==> config.mk <==
export PLATFORM = sky130hd
export DESIGN_NAME = olst_ctrl
export DESIGN_NICKNAME = d
export VERILOG_FILES = /design/src/rtl/olst_pkg.sv /design/src/rtl/olst_ctrl.sv
export VERILOG_INCLUDE_DIRS = /design/src /design/src/rtl
export SDC_FILE = /design/constraint.sdc
export NUM_CORES = 1
export LEC_CHECK = 0
export BUFFER_PORTS_ARGS = -buffer_cell sky130_fd_sc_hd__buf_2
export CELL_PAD_IN_SITES_DETAIL_PLACEMENT = 0
export CELL_PAD_IN_SITES_GLOBAL_PLACEMENT = 1
export CORE_AREA = 2 2 39 41
export DETAILED_ROUTE_END_ITERATION = 12
export DIE_AREA = 0 0 41 43
export PLACE_DENSITY = 0.33
export SYNTH_ARGS = -nofsm -noshare
export SYNTH_HDL_FRONTEND = slang
export SYNTH_SLANG_ARGS = --single-unit
==> constraint.sdc <==
create_clock -name clk -period 1.9 [get_ports clk]
set_input_delay 0.475 -clock clk [delete_from_list [all_inputs] [get_ports clk]]
set_output_delay 0.475 -clock clk [all_outputs]
set_load 0.01 [all_outputs]
==> src/rtl/assert_macros.svh <==
// Assertion macros shared by the list unit modules.
// Empty bodies when SYNTHESIS is defined; no other dependencies.
`ifndef ASSERT_MACROS_SVH
`define ASSERT_MACROS_SVH
`ifndef SYNTHESIS
`define OLST_ASSERT(lbl, clk, rst_n, prop, msg) \
    lbl: assert property (@(posedge clk) disable iff (!rst_n) prop) else $error(msg);
`define OLST_ASSERT_NEVER(lbl, clk, rst_n, expr, msg) \
    lbl: assert property (@(posedge clk) disable iff (!rst_n) !(expr)) else $error(msg);
`else
`define OLST_ASSERT(lbl, clk, rst_n, prop, msg)
`define OLST_ASSERT_NEVER(lbl, clk, rst_n, expr, msg)
`endif
`endif

==> src/rtl/olst_pkg.sv <==
// Shared types and constants of the ordered list unit.
// No dependencies; used by the interfaces and all modules.
package olst_pkg;

    localparam int DEF_CAPACITY     = 64;
    localparam int DEF_PAYLOAD_BITS = 32;

    localparam int ACT_W     = 3;
    localparam int POS_W     = 7;
    localparam int KEY_W     = 32;
    localparam int PAY_W     = 32;
    localparam int STAT_W    = 3;
    localparam int CNT_OUT_W = 7;

    typedef enum logic [ACT_W-1:0] {
        ACT_APPEND  = 3'd0,
        ACT_INSERT  = 3'd1,
        ACT_RMFIRST = 3'd2,
        ACT_RMLAST  = 3'd3,
        ACT_RMPOS   = 3'd4,
        ACT_RMKEY   = 3'd5,
        ACT_CLEAR   = 3'd6,
        ACT_READ    = 3'd7
    } action_t;

    typedef enum logic [STAT_W-1:0] {
        STAT_OK     = 3'd0,
        STAT_FULL   = 3'd1,
        STAT_EMPTY  = 3'd2,
        STAT_BADPOS = 3'd3,
        STAT_NOKEY  = 3'd4
    } status_t;

    typedef enum logic [1:0] {
        S_IDLE,
        S_FIND,
        S_EXEC
    } state_t;

    typedef struct packed {
        logic load;
        logic find;
        logic exec;
    } cmd_t;

    typedef struct packed {
        logic out_free;
    } stat_t;

endpackage

==> src/rtl/olst_ctrl.sv <==
// Sequencer of the ordered list unit: accept, find, execute.
// Depends on olst_pkg and assert_macros.svh.
`include "assert_macros.svh"
module olst_ctrl (
    input  logic           clk,
    input  logic           rst_n,
    input  logic           req_valid,
    input  olst_pkg::stat_t stat,
    output logic           in_ready,
    output olst_pkg::cmd_t cmd
);
    import olst_pkg::*;

    state_t state_reg;
    state_t state_next;

    always_ff @(posedge clk or negedge rst_n)
    begin
        if (!rst_n)
        begin
            state_reg <= S_IDLE;
        end
        else
        begin
            state_reg <= state_next;
        end
    end

    always_comb
    begin
        state_next = state_reg;
        unique case (state_reg)
            S_IDLE:
            begin
                if (req_valid)
                begin
                    state_next = S_FIND;
                end
            end
            S_FIND:
            begin
                state_next = S_EXEC;
            end
            S_EXEC:
            begin
                if (stat.out_free)
                begin
                    state_next = req_valid ? S_FIND : S_IDLE;
                end
            end
            default:
            begin
                state_next = S_IDLE;
            end
        endcase
    end

    always_comb
    begin
        in_ready = 1'b0;
        cmd      = '0;
        unique case (state_reg)
            S_IDLE:
            begin
                in_ready = 1'b1;
            end
            S_FIND:
            begin
                cmd.find = 1'b1;
            end
            S_EXEC:
            begin
                in_ready = stat.out_free;
                cmd.exec = stat.out_free;
            end
            default:
            begin
                in_ready = 1'b0;
            end
        endcase
        cmd.load = req_valid && in_ready;
    end

    `OLST_ASSERT(a_find_then_exec, clk, rst_n, (state_reg == S_FIND) |=> (state_reg == S_EXEC), "find not followed by exec")
    `OLST_ASSERT(a_load_to_find, clk, rst_n, cmd.load |=> (state_reg == S_FIND), "accepted beat did not start a search")
    `OLST_ASSERT(a_exec_holds, clk, rst_n, (state_reg == S_EXEC && !stat.out_free) |=> (state_reg == S_EXEC), "exec left while output blocked")

endmodule

==> metrics.cfg <==
[outcome]
outcome = complete, no violations

[logic_synthesis]
synth_top_cell_area_share = 0.400
syn_avg_cell_area_sq_um = 10.4
ys.warnings.count = 0
seq_area_frac_synth = 0.400
yosys.area.top_type = dfrtp_1
synth.area.top_cells = dfrtp_1 40%, a211oi_1 12%, nor2b_4 11%
synth_fp_nets = 16
synthCells = 12
synth.distinct_cells = 9
synthesis.area_sq_um = 125
synth.ff_latch_count = 2

[die]
fp.dieArea_sq_um = 1760
fp-row-count = 14
die_width_microns = 41
io_pins = 8
start_util = 0.0904
die_h_microns = 43
coreArea_sq_um = 1380

[sta]
setup_viol = 0
rsz0062_at_grt = no
clock.fmax_mhz = 650
worstMarginPinSlew_ns = 0.218
slew_viol_final = 0
hold_violations = 0
period_share = 0.810
tns_ns = 0
max_slew_margin = 0.855
hold_ws_ns = 0.0255
finalCriticalPeriod_ns = 1.54
skew_ns = 0.00472

[power]
ir_worst_vdd_uv = 145
power.density_nw_per_um2 = 1050
p_leak_nw = 0.0976

[cts]
cts-root-buf = clkbuf_4
clock-sinks = 2
cts_resized = 0
cts_buffers = 3
cts_tree = done
path_clk_slew_ns = 0.03
h-tree-depth = 1
postCtsSetupBuffers = 0
holdBufCountCts = 0
clockBufferDepth = 2
clock_latency_ns = 0.23

[global_routing]
grt_max_degree = 7
gr-usage-met2 = 0.0594
grt_antenna_before_repair = 0
grt_util_all_layers = 0.0410
grt_pass1_wl_microns = 469
grt_overflow = 0
grt.busiest_layer = met4
use_met3 = 0
grtUsageMet1 = 0.0413
grt_pass1_vias = 131

[detailed_routing]
drt_iter0_drc = 0
vias_per_cell = 3.16
routed_wl_microns = 284
final_antenna_net_count = 0
route.detailed.drc = 0
routedWlPerCell_microns = 7.68
num_vias = 117
first_pass_iters = 1

[final_layout]
area_delta_synth_final_pct = 56.0
final_cell_mix = 7 x buf_2, 3 x clkbuf_4, 2 x inv_1, 2 x a211oi_1, 2 x dfrtp_1
nFillCells = 171
multiInputGateArea_sq_um = 60.1
finalNonFillerCells = 37
drive_gt1_frac = 0.571
final_common_cell = buf_2
ff_latch_area_sq_um = 50.0
final_cell_area_sq_um = 195
largest_reg_flops = 2
nNetsFinal = 27
n_antenna_cell = 0

[hold_path]
hold_path.class = in2async

[placement]
port_buffers = 7
detailed_place_hpwl_microns = 219
dp.cells = 34
gp_congestion = 0.508
dpl-instance-area_sq_um = 173

[setup_path]
start_kind = flop
cp.arrival_ns = 1.06
crit_buf_inv = 1
slowest_stage = dfrtp_1
worstPathMaxFanout = 6
path_class = reg2out
slowest_delay_ns = 0.44
required_ns = 1.42
critical_path.cell_chain = a211oi_1 -> buf_2
critPathTopFamily = flip-flops
worstSetupEndpointType = primary output

[job]
cap_violations = 0

## synthesized netlist by cell type
master / count
a211oi_1: 2
dfrtp_1: 2
inv_1: 2
a21oi_1: 1
buf_4: 1
nor2b_4: 1
nor3b_1: 1
nor3b_2: 1
or2_1: 1
## routing by layer
metal | vias up | part of all wire
li1 | 58 | -
met5 | - | 0
met4 | 0 | 0
met3 | 0 | 0.025
met1 | 56 | 0.40
met2 | 3 | 0.57
## cell families after synthesis
group	synth area share
simple gates	0.320
compound gates	0.160
buf+inv	0.120
flops	0.400
## worst paths after layout
check	startpoint	end	slack [ns]	depth (start not counted)
worst max register to register	state_reg[1]	state_reg[1]	0.96	2
worst min register to register	state_reg[0]	state_reg[0]	0.55	1
min in group clk	req_valid	state_reg[0]	0.50	3
max in group asynchronous	rst_n	state_reg[1]	1.78	1
worst min-delay path	rst_n	state_reg[0]	0.03	1
worst max-delay path	state_reg[1]	cmd[2]	0.36	2
## metrics by stage
stage          setup slack, ns  utilization  power, mW
2_1_floorplan            0.563            -     0.0955
3_3_place_gp             0.421        0.125      0.112
3_5_place_dp             0.419        0.125      0.112
4_1_cts                  0.337        0.141      0.215
5_1_grt                  0.297        0.141      0.227
6_report                 0.361        0.141      0.206
## final cells by class
cell class              instances  area share
flip-flops and latches          2       0.256
well taps                      16       0.103
repair buffers                  7       0.179
multi-input cells               7       0.308
inverters                       2      0.0385
clock buffers                   3       0.115
## power by group
group          internal (mW)  switching [mW]  total (mW)
clock network         0.0699          0.0261      0.0960
registers             0.0505          0.0143      0.0648
logic                 0.0259          0.0192      0.0450
(Power assumes the default switching activity.)
